`config.mk`:
```
export PLATFORM = sky130hd
export DESIGN_NAME = front_panel_tuning_controller
export DESIGN_NICKNAME = d
export VERILOG_FILES = /design/src/rtl/core/fptc_pkg.sv /design/src/rtl/core/front_panel_tuning_controller.sv
export SDC_FILE = /design/constraint.sdc
export NUM_CORES = 1
export LEC_CHECK = 0
export BUFFER_PORTS_ARGS = -buffer_cell sky130_fd_sc_hd__buf_4
export CAP_MARGIN = 0
export CORE_ASPECT_RATIO = 0.7
export CORE_UTILIZATION = 60
export DETAILED_ROUTE_END_ITERATION = 8
export HOLD_SLACK_MARGIN = 0.12
export PLACE_DENSITY = 0.88
export SLEW_MARGIN = 20
export SYNTH_ARGS = -nofsm -noshare
export SYNTH_HDL_FRONTEND = slang
export SYNTH_SLANG_ARGS = --single-unit
```
`constraint.sdc`:
```
create_clock -name clk -period 11.5 [get_ports clk]
set_input_delay 0.575 -clock clk [delete_from_list [all_inputs] [get_ports clk]]
set_output_delay 0.575 -clock clk [all_outputs]
set_load 0.05 [all_outputs]
```
`src/rtl/core/fptc_pkg.sv`:
```
`timescale 1ns / 1ps
// ----------------------------------------------------------------------------
// fptc_pkg - front panel tuning controller shared definitions
// Field widths, reset values, menu and event codes, register map and the
// per-digit frequency step table.
// ----------------------------------------------------------------------------
package fptc_pkg;

  // Field widths
  localparam int FREQ_W  = 25;
  localparam int DIGIT_W = 3;
  localparam int CNT_W   = 8;
  localparam int EVENT_W = 4;
  localparam int ADDR_W  = 4;
  localparam int DATA_W  = 32;

  // Digit count default (1 to 8)
  localparam int NUM_DIGITS_DEF = 8;

  // Reset values
  localparam logic [FREQ_W-1:0] FREQ_LOW_RST   = FREQ_W'(8000000);
  localparam logic [FREQ_W-1:0] FREQ_HIGH_RST  = FREQ_W'(16000000);
  localparam logic [FREQ_W-1:0] FREQ_RST       = FREQ_W'(14000000);
  localparam logic [CNT_W-1:0]  BLINK_PER_RST  = CNT_W'(80);
  localparam logic [CNT_W-1:0]  REFRESH_PER_RST = CNT_W'(50);

  // Register indexes (byte address bits [3:2])
  localparam logic [1:0] REG_FREQ_LOW    = 2'd0;
  localparam logic [1:0] REG_FREQ_HIGH   = 2'd1;
  localparam logic [1:0] REG_BLINK_PER   = 2'd2;
  localparam logic [1:0] REG_REFRESH_PER = 2'd3;

  // Menu state
  typedef enum logic [1:0] {
    MENU_IDLE   = 2'd0,
    MENU_SELECT = 2'd1,
    MENU_EDIT   = 2'd2
  } menu_state_t;

  // Control events
  typedef enum logic [EVENT_W-1:0] {
    EV_NONE      = 4'd0,
    EV_UP        = 4'd1,
    EV_DOWN      = 4'd2,
    EV_LEFT      = 4'd3,
    EV_RIGHT     = 4'd4,
    EV_JOY_PRESS = 4'd5,
    EV_ENC_CW    = 4'd6,
    EV_ENC_CCW   = 4'd7,
    EV_ENC_PRESS = 4'd8
  } event_t;

  // Step size of one digit, digit 0 is ten megahertz
  function automatic logic [FREQ_W-1:0] digit_step(input logic [DIGIT_W-1:0] digit);
    logic [FREQ_W-1:0] step;
    unique case (digit)
      3'd0:    step = FREQ_W'(10000000);
      3'd1:    step = FREQ_W'(1000000);
      3'd2:    step = FREQ_W'(100000);
      3'd3:    step = FREQ_W'(10000);
      3'd4:    step = FREQ_W'(1000);
      3'd5:    step = FREQ_W'(100);
      3'd6:    step = FREQ_W'(10);
      default: step = FREQ_W'(1);
    endcase
    return step;
  endfunction

endpackage

```
`src/rtl/core/front_panel_tuning_controller.sv`:
```
`timescale 1ns / 1ps
// ----------------------------------------------------------------------------
// front_panel_tuning_controller - menu, cursor and frequency tuning control
// Takes one control event per beat, runs the idle/select/edit menu, steps the
// tuned frequency with saturation, and keeps the blink and refresh timers.
// ----------------------------------------------------------------------------
//  channel  | direction | handshake          | payload
//  ---------+-----------+--------------------+---------------------------------
//  in_      | input     | in_valid/in_stall  | event code
//  out_     | output    | out_valid/out_stall| menu, cursor, digit, freq, flags
//  cfg      | input     | APB psel/penable   | limits and timer periods
//
//  One beat per cycle sustained while out_stall is low. An event is held in the
//  input register; the state update is a single add/compare pass that loads
//  the state registers, which drive the result directly.
//  The input register keeps accepting while a result waits, stalling only
//  when both the input register and the result are held by out_stall.
//  Synchronous active-low reset; no clearing pass.
// ----------------------------------------------------------------------------
module front_panel_tuning_controller #(
  parameter int NUM_DIGITS = fptc_pkg::NUM_DIGITS_DEF
) (
  input  logic                          clk,
  input  logic                          rst_n,
  // event input
  input  logic                          in_valid,
  output logic                          in_stall,
  input  logic [fptc_pkg::EVENT_W-1:0]  in_event_code,
  // result output
  output logic                          out_valid,
  input  logic                          out_stall,
  output logic [1:0]                    out_menu_state,
  output logic                          out_cursor_row,
  output logic [fptc_pkg::DIGIT_W-1:0]  out_digit_index,
  output logic [fptc_pkg::FREQ_W-1:0]   out_tuned_freq,
  output logic                          out_transmit_mode,
  output logic                          out_tx_enable_n,
  output logic                          out_blink_on,
  output logic                          out_retune,
  output logic                          out_refresh_request,
  // configuration
  input  logic                          psel,
  input  logic                          penable,
  input  logic                          pwrite,
  input  logic [fptc_pkg::ADDR_W-1:0]   paddr,
  input  logic [fptc_pkg::DATA_W-1:0]   pwdata,
  output logic [fptc_pkg::DATA_W-1:0]   prdata,
  output logic                          pready
);

  localparam int FW = fptc_pkg::FREQ_W;
  localparam int DW = fptc_pkg::DIGIT_W;
  localparam int CW = fptc_pkg::CNT_W;
  localparam logic [DW-1:0] DIGIT_MAX = DW'(NUM_DIGITS - 1);
  localparam logic [DW-1:0] DIGIT_RST = (NUM_DIGITS > 1) ? DW'(1) : DW'(0);

  // Configuration registers
  logic [FW-1:0] freq_low_r, freq_high_r;
  logic [CW-1:0] blink_per_r, refresh_per_r;
  logic          cfg_wr;
  logic [1:0]    cfg_idx;

  // Input register
  logic [fptc_pkg::EVENT_W-1:0] ev_r;
  logic                         ev_vld_r;
  logic                         in_accept;
  logic                         advance;

  // State registers (these also form the result register)
  fptc_pkg::menu_state_t menu_r, menu_nxt;
  logic          cursor_r, cursor_nxt;
  logic [DW-1:0] digit_r, digit_nxt;
  logic [FW-1:0] freq_r, freq_nxt;
  logic          mode_r, mode_nxt;
  logic          blink_r, blink_nxt;
  logic [CW-1:0] blink_cnt_r, blink_cnt_nxt;
  logic [CW-1:0] refresh_cnt_r, refresh_cnt_nxt;
  logic          retune_r, retune_nxt;
  logic          refresh_r, refresh_nxt;
  logic          out_vld_r, out_vld_nxt;

  // Datapath intermediates
  fptc_pkg::event_t ev;
  logic          restart;
  logic          blink_fire;
  logic          blink_base;
  logic [CW-1:0] blink_cnt_base;
  logic [CW-1:0] blink_cnt_inc;
  logic [CW-1:0] refresh_cnt_inc;
  logic [FW-1:0] step;
  logic [FW:0]   up_sum;
  logic [FW:0]   dn_floor;

  // --------------------------------------------------------------------------
  // APB configuration port
  // --------------------------------------------------------------------------
  assign pready  = 1'b1;
  assign cfg_wr  = psel & penable & pwrite;
  assign cfg_idx = paddr[3:2];

  always_ff @(posedge clk) begin
    if (!rst_n) begin
      freq_low_r    <= fptc_pkg::FREQ_LOW_RST;
      freq_high_r   <= fptc_pkg::FREQ_HIGH_RST;
      blink_per_r   <= fptc_pkg::BLINK_PER_RST;
      refresh_per_r <= fptc_pkg::REFRESH_PER_RST;
    end else if (cfg_wr) begin
      unique case (cfg_idx)
        fptc_pkg::REG_FREQ_LOW:  freq_low_r    <= pwdata[FW-1:0];
        fptc_pkg::REG_FREQ_HIGH: freq_high_r   <= pwdata[FW-1:0];
        fptc_pkg::REG_BLINK_PER: blink_per_r   <= pwdata[CW-1:0];
        default:                 refresh_per_r <= pwdata[CW-1:0];
      endcase
    end
  end

  // read mux
  always_comb begin
    unique case (cfg_idx)
      fptc_pkg::REG_FREQ_LOW:  prdata = fptc_pkg::DATA_W'(freq_low_r);
      fptc_pkg::REG_FREQ_HIGH: prdata = fptc_pkg::DATA_W'(freq_high_r);
      fptc_pkg::REG_BLINK_PER: prdata = fptc_pkg::DATA_W'(blink_per_r);
      default:                 prdata = fptc_pkg::DATA_W'(refresh_per_r);
    endcase
  end

  // --------------------------------------------------------------------------
  // Handshake: input register moves into state when the result slot is free
  // --------------------------------------------------------------------------
  assign advance   = ev_vld_r & (~out_vld_r | ~out_stall);
  assign in_stall  = ev_vld_r & out_vld_r & out_stall;
  assign in_accept = in_valid & ~in_stall;
  assign out_vld_nxt = advance | (out_vld_r & out_stall);

  always_ff @(posedge clk) begin
    if (!rst_n) begin
      ev_vld_r  <= 1'b0;
      out_vld_r <= 1'b0;
    end else begin
      ev_vld_r  <= in_accept | (ev_vld_r & ~advance);
      out_vld_r <= out_vld_nxt;
    end
  end

  always_ff @(posedge clk) begin
    if (in_accept) begin
      ev_r <= in_event_code;
    end
  end

  // unknown codes act as no event
  assign ev = (ev_r > fptc_pkg::EV_ENC_PRESS) ? fptc_pkg::EV_NONE
                                               : fptc_pkg::event_t'(ev_r);

  // --------------------------------------------------------------------------
  // Menu next state
  // --------------------------------------------------------------------------
  always_comb begin
    menu_nxt = menu_r;
    unique case (menu_r)
      fptc_pkg::MENU_SELECT: begin
        if (ev == fptc_pkg::EV_JOY_PRESS) menu_nxt = fptc_pkg::MENU_EDIT;
      end
      fptc_pkg::MENU_EDIT: begin
        if (ev == fptc_pkg::EV_ENC_PRESS) menu_nxt = fptc_pkg::MENU_SELECT;
      end
      default: begin
        if (ev == fptc_pkg::EV_UP || ev == fptc_pkg::EV_DOWN ||
            ev == fptc_pkg::EV_LEFT || ev == fptc_pkg::EV_RIGHT) begin
          menu_nxt = fptc_pkg::MENU_SELECT;
        end else begin
          menu_nxt = fptc_pkg::MENU_IDLE;
        end
      end
    endcase
  end

  // --------------------------------------------------------------------------
  // Per-state actions: cursor, digit, frequency, mode
  // --------------------------------------------------------------------------
  assign step     = fptc_pkg::digit_step(digit_r);
  assign up_sum   = {1'b0, freq_r} + {1'b0, step};
  assign dn_floor = {1'b0, freq_low_r} + {1'b0, step};

  always_comb begin
    cursor_nxt = cursor_r;
    digit_nxt  = digit_r;
    freq_nxt   = freq_r;
    mode_nxt   = mode_r;
    restart    = 1'b0;
    retune_nxt = 1'b0;
    unique case (menu_r)
      fptc_pkg::MENU_SELECT: begin
        if (ev == fptc_pkg::EV_UP) begin
          cursor_nxt = 1'b0;
        end else if (ev == fptc_pkg::EV_DOWN) begin
          cursor_nxt = 1'b1;
        end else if (ev == fptc_pkg::EV_JOY_PRESS) begin
          digit_nxt = DIGIT_RST;
          restart   = 1'b1;
        end
      end
      fptc_pkg::MENU_EDIT: begin
        if (!cursor_r) begin
          // mode row: encoder toggles RX/TX
          if (ev == fptc_pkg::EV_ENC_CW || ev == fptc_pkg::EV_ENC_CCW) begin
            mode_nxt = ~mode_r;
            restart  = 1'b1;
          end
        end else if (ev == fptc_pkg::EV_LEFT) begin
          if (digit_r != '0) digit_nxt = digit_r - DW'(1);
          restart = 1'b1;
        end else if (ev == fptc_pkg::EV_RIGHT) begin
          if (digit_r < DIGIT_MAX) digit_nxt = digit_r + DW'(1);
          restart = 1'b1;
        end else if (ev == fptc_pkg::EV_ENC_CW) begin
          // step up, saturate at the high limit
          freq_nxt   = (up_sum <= {1'b0, freq_high_r}) ? up_sum[FW-1:0] : freq_high_r;
          retune_nxt = 1'b1;
          restart    = 1'b1;
        end else if (ev == fptc_pkg::EV_ENC_CCW) begin
          // step down, saturate at the low limit
          freq_nxt   = ({1'b0, freq_r} >= dn_floor) ? (freq_r - step) : freq_low_r;
          retune_nxt = 1'b1;
          restart    = 1'b1;
        end
      end
      default: begin
        if (ev == fptc_pkg::EV_UP || ev == fptc_pkg::EV_DOWN ||
            ev == fptc_pkg::EV_LEFT || ev == fptc_pkg::EV_RIGHT) begin
          cursor_nxt = 1'b0;
        end
      end
    endcase
  end

  // --------------------------------------------------------------------------
  // Blink and refresh timers
  // --------------------------------------------------------------------------
  assign blink_base      = restart ? 1'b1 : blink_r;
  assign blink_cnt_base  = restart ? '0 : blink_cnt_r;
  assign blink_cnt_inc   = blink_cnt_base + CW'(1);
  assign refresh_cnt_inc = refresh_cnt_r + CW'(1);

  always_comb begin
    blink_nxt     = blink_base;
    blink_cnt_nxt = blink_cnt_base;
    blink_fire    = 1'b0;
    if (menu_nxt == fptc_pkg::MENU_EDIT) begin
      if (blink_cnt_inc >= blink_per_r) begin
        blink_nxt     = ~blink_base;
        blink_cnt_nxt = '0;
        blink_fire    = 1'b1;
      end else begin
        blink_cnt_nxt = blink_cnt_inc;
      end
    end
    refresh_nxt = blink_fire | (ev != fptc_pkg::EV_NONE) |
                  (refresh_cnt_inc >= refresh_per_r);
    refresh_cnt_nxt = refresh_nxt ? '0 : refresh_cnt_inc;
  end

  // --------------------------------------------------------------------------
  // State / result register
  // --------------------------------------------------------------------------
  always_ff @(posedge clk) begin
    if (!rst_n) begin
      menu_r        <= fptc_pkg::MENU_IDLE;
      cursor_r      <= 1'b0;
      digit_r       <= DIGIT_RST;
      freq_r        <= fptc_pkg::FREQ_RST;
      mode_r        <= 1'b0;
      blink_r       <= 1'b1;
      blink_cnt_r   <= '0;
      refresh_cnt_r <= '0;
      retune_r      <= 1'b0;
      refresh_r     <= 1'b0;
    end else if (advance) begin
      menu_r        <= menu_nxt;
      cursor_r      <= cursor_nxt;
      digit_r       <= digit_nxt;
      freq_r        <= freq_nxt;
      mode_r        <= mode_nxt;
      blink_r       <= blink_nxt;
      blink_cnt_r   <= blink_cnt_nxt;
      refresh_cnt_r <= refresh_cnt_nxt;
      retune_r      <= retune_nxt;
      refresh_r     <= refresh_nxt;
    end
  end

  // Result beat
  assign out_valid           = out_vld_r;
  assign out_menu_state      = menu_r;
  assign out_cursor_row      = cursor_r;
  assign out_digit_index     = digit_r;
  assign out_tuned_freq      = freq_r;
  assign out_transmit_mode   = mode_r;
  assign out_tx_enable_n     = ~mode_r;
  assign out_blink_on        = blink_r;
  assign out_retune          = retune_r;
  assign out_refresh_request = refresh_r;

endmodule

```
==> results by group <==
Worst setup path
  – Worst Setup Path Type: flop to flop
  – Worst r2r path cells: 26
  – Crit path required time: about 12 ns
  – R2R setup slack: ~2.4 ns
  – Crit end category: flop
  – Reg2Reg Capture Point: out_tuned_freq[8]
  – CP arrival: 9.34 ns
  – Worst Path Max Fanout: 28
  – Crit start category: flop
  – Start of the worst register-to-register path: out_digit_index[0]
  – Critical path origin: out_digit_index[0]
  – Worst setup endpoint: out_tuned_freq[8]

Floorplan
  – I/O Pins: around 120
  – Core area: about 18000 sq um
  – Full die area: 19700 sq um
  – Die Span Y: roughly 120 um
  – Starting density of the core: 0.624
  – Row Count: between 40 and 50
  – Die W: 167 um

Detailed routing
  – Via-to-Cell Ratio: 6.59
  – Drt drc: 0
  – Vias: ~12k
  – Avg WL per Cell: 20.7 um
  – Antenna-violating nets left: 0
  – Drt first pass iters: 8
  – DRT iter0 DRCs: 1556
  – Final Routed Wirelength: approximately 37000 um

CTS
  – Clock slew at reported path FFs: approximately 0.06 ns
  – Post-CTS Resized: 0
  – Clock tree buffer depth: 2
  – TritonCTS clock tree: built
  – Total setup buffers inserted after CTS: 0
  – Clock Sinks: roughly 120
  – Post-CTS Hold Fix Bufs: 0
  – H-tree Lvls: 4
  – Clk root buf: clkbuf_16
  – Clock latency on the worst-skew pair: 0.42 ns
  – Total CTS buffers: 17

STA
  – Slew Limit Fails: 0
  – Final hold slack: about 0.33 ns
  – Clock Skews: 0.0126 ns
  – Post-route setup TNS: 0 ns
  – Unrepaired setup endpoints after global routing: no
  – Tightest Pin Transition: 1.15 ns
  – Worst relative slew slack: 0.235
  – Max Clk Rate: between 100 and 150 MHz
  – Final Hold Vio Count: 0
  – # setup viols final: 0
  – Period minus WS final: ~9 ns
  – Fin crit share: 0.788

Placed design
  – IO Port Bufs: 100
  – Post-Place Cells: between 1.5k and 2k
  – DP HPWL: between 20000 and 30000 um
  – Placer Congestion: between 0.9 and 1

Logic synthesis
  – EDFF count, synth: 4
  – Post-synth ARST share: 0
  – #FFs+latches synth: approximately 120
  – Cells after Synth: around 1.5k
  – Register area share after synthesis: 0.218
  – Synth Cell Area: between 10000 and 15000 sq um
  – Synth Warn #: 0
  – Avg Inst Size Synth: 7.67 sq um
  – Dominant synthesized flop cell: dfxtp_1
  – Yosys cell types: 91

Global routing
  – Vias in the first global route: between 10k and 15k
  – Antenna violations before repair: 0
  – Total grt overflow: 0
  – GRT Total Usage: 0.376
  – First-pass GRT wire length: just under 60000 um
  – Largest net degree at the start of global routing: 79

Status
  – Status: finished, final reports clean

Final layout
  – Synthesis-to-finish area growth: 13.1%
  – Non-Filler Instances: roughly 1.8k
  – Most frequent cells in the layout: 188 x nand2_1, 139 x ha_1, 138 x a21oi_1
  – Share of cells above drive strength 1: 0.126
  – Number of diodes: 0
  – Commonest non-fill, non-tap cell in the layout: nand2_1
  – NumNets Final: around 1.7k

Power
  – Total net switching power: between 0.0003 and 0.0004 W
  – Pleak: between 5 and 6 nW
  – Internal power: ~0.00093 W
  – Clock power share: 0.518
  – Worst vdd ir: 0.0000814 V
  – Logic gate share of total power: 0.123
  – Switching Share: 0.250
  – Sequential fraction of design power: 0.359
  – PD cells: 95.4 nW/um^2

Hold path
  – Worst min path class: input port to flop

Job
  – Max Cap Viol: 0
## sequential cells by signal, summed over array words and instances, names as in the netlist
| register | cells |
|---|---|
| out_blink_on | 1 |
| out_valid | 1 |
| out_cursor_row | 1 |
| freq_low_r | 25 |
| freq_high_r | 25 |
| out_retune | 1 |
| ev_vld_r | 1 |
| ev_r | 4 |
| blink_per_r | 8 |
| out_tuned_freq | 25 |
| out_menu_state | 2 |
| out_digit_index | 3 |
| refresh_cnt_r | 8 |
| refresh_per_r | 8 |
| out_refresh_request | 1 |
| blink_cnt_r | 8 |
| out_transmit_mode | 1 |
## layer usage
layer	share of wire	GRT usage
met5	0	0
met4	0.039	0.146
met3	0.12	0.0864
met2	0.44	0.580
met1	0.41	0.507
## critical path: stages, from the launching register on
cell      delay (ns)
dfxtp_1         0.46
inv_1           0.12
ha_1            0.36
nor2_1          0.14
nor2_1          0.11
nor3_1          0.40
inv_1           0.18
nor3_1          0.49
nand2b_1        0.30
inv_1           0.19
nor2_1          0.24
ha_1            0.35
or3_1           0.49
or4_1           0.66
a311oi_2        0.44
o211a_1         0.26
nor2_1          0.07
xnor2_1         0.13
ha_1            0.35
nand4_1         0.16
nor4_1          0.73
nand2_1         0.19
a211oi_1        0.67
nand2_2         0.61
mux2_2          0.39
nor2_1          0.04
o311ai_0        0.38
## per-stage QoR
| stage | power [W] | setup slack, ns | utilization | cell area [sq um] |
|---|---|---|---|---|
| 2_1_floorplan | 0.000555 | 4.79 | - | 11500 |
| 3_3_place_gp | 0.000594 | 3.47 | 0.668 | 12300 |
| 3_5_place_dp | 0.000598 | 3.13 | 0.668 | 12300 |
| 4_1_cts | 0.00123 | 2.90 | 0.706 | 13000 |
| 5_1_grt | 0.00127 | 2.25 | 0.706 | 13000 |
| 6_report | 0.00124 | 2.44 | 0.706 | 13000 |
## final cells by class
cell class | count | area (sq um)
Clock buffer | 20 | 457
Timing Repair Buffer | 109 | 818
Fill cell | 1430 | 5400
Clock inverter | 11 | 240
Multi-Input combinational cell | 1205 | 8300
Inverter | 94 | 353
Sequential cell | 123 | 2500
Tap cell | 236 | 295
## synthesized netlist by cell type, drive strengths merged (13+ instances only)
cell    number  share of area
nand2b      13         0.0071
dfxtp      119           0.21
a21o        31          0.020
o21ai       57          0.025
nor2b       20          0.011
nand3       44          0.019
buf         20          0.011
or3         21          0.011
nand2      189          0.062
nand4       14         0.0076
ha         139           0.15
mux2i       56          0.049
nor4        14         0.0082
nor3        28          0.012
a21oi      139          0.061
inv         94          0.031
xor2        31          0.024
clkbuf      59          0.019
a211oi      13         0.0094
xnor2       39          0.030
nor2       138          0.045
o211ai      21          0.014
a31oi       15         0.0082
## worst min-delay path by stage
stage / from / endpoint / cells past startpoint
floorplan: refresh_cnt_r[7] / refresh_cnt_r[7] / 2
global placement: out_retune / out_retune / 2
detailed placement: refresh_cnt_r[1] / refresh_cnt_r[1] / 2
CTS: in_event_code[1] / ev_r[1] / 1
global route: in_event_code[2] / ev_r[2] / 1
finish: in_event_code[3] / ev_r[3] / 1
## power by group through the flow
stage	clock network (W)	logic [W]	registers, W
floorplan	0	0.000105	0.000451
global placement	0	0.000142	0.000452
detailed placement	0	0.000145	0.000452
CTS	0.000639	0.000148	0.000444
global route	0.000660	0.000161	0.000445
finish	0.000641	0.000152	0.000444
## cell families (layout without fill, tap and decap cells)
logic type | after synthesis | after routing | synth area share
AOI/OAI and AO/OA | 378 | 378 | 0.218
xor gates and xnor gates | 70 | 70 | 0.0535
adders and majority gates | 142 | 142 | 0.157
buffers and inverters | 173 | 234 | 0.0609
DFF | 123 | 123 | 0.218
muxes | 74 | 74 | 0.0744
other | 2 | 8 | 0.000655
and+or+nand+nor | 533 | 533 | 0.217
Power figures use the tool's default switching activity.
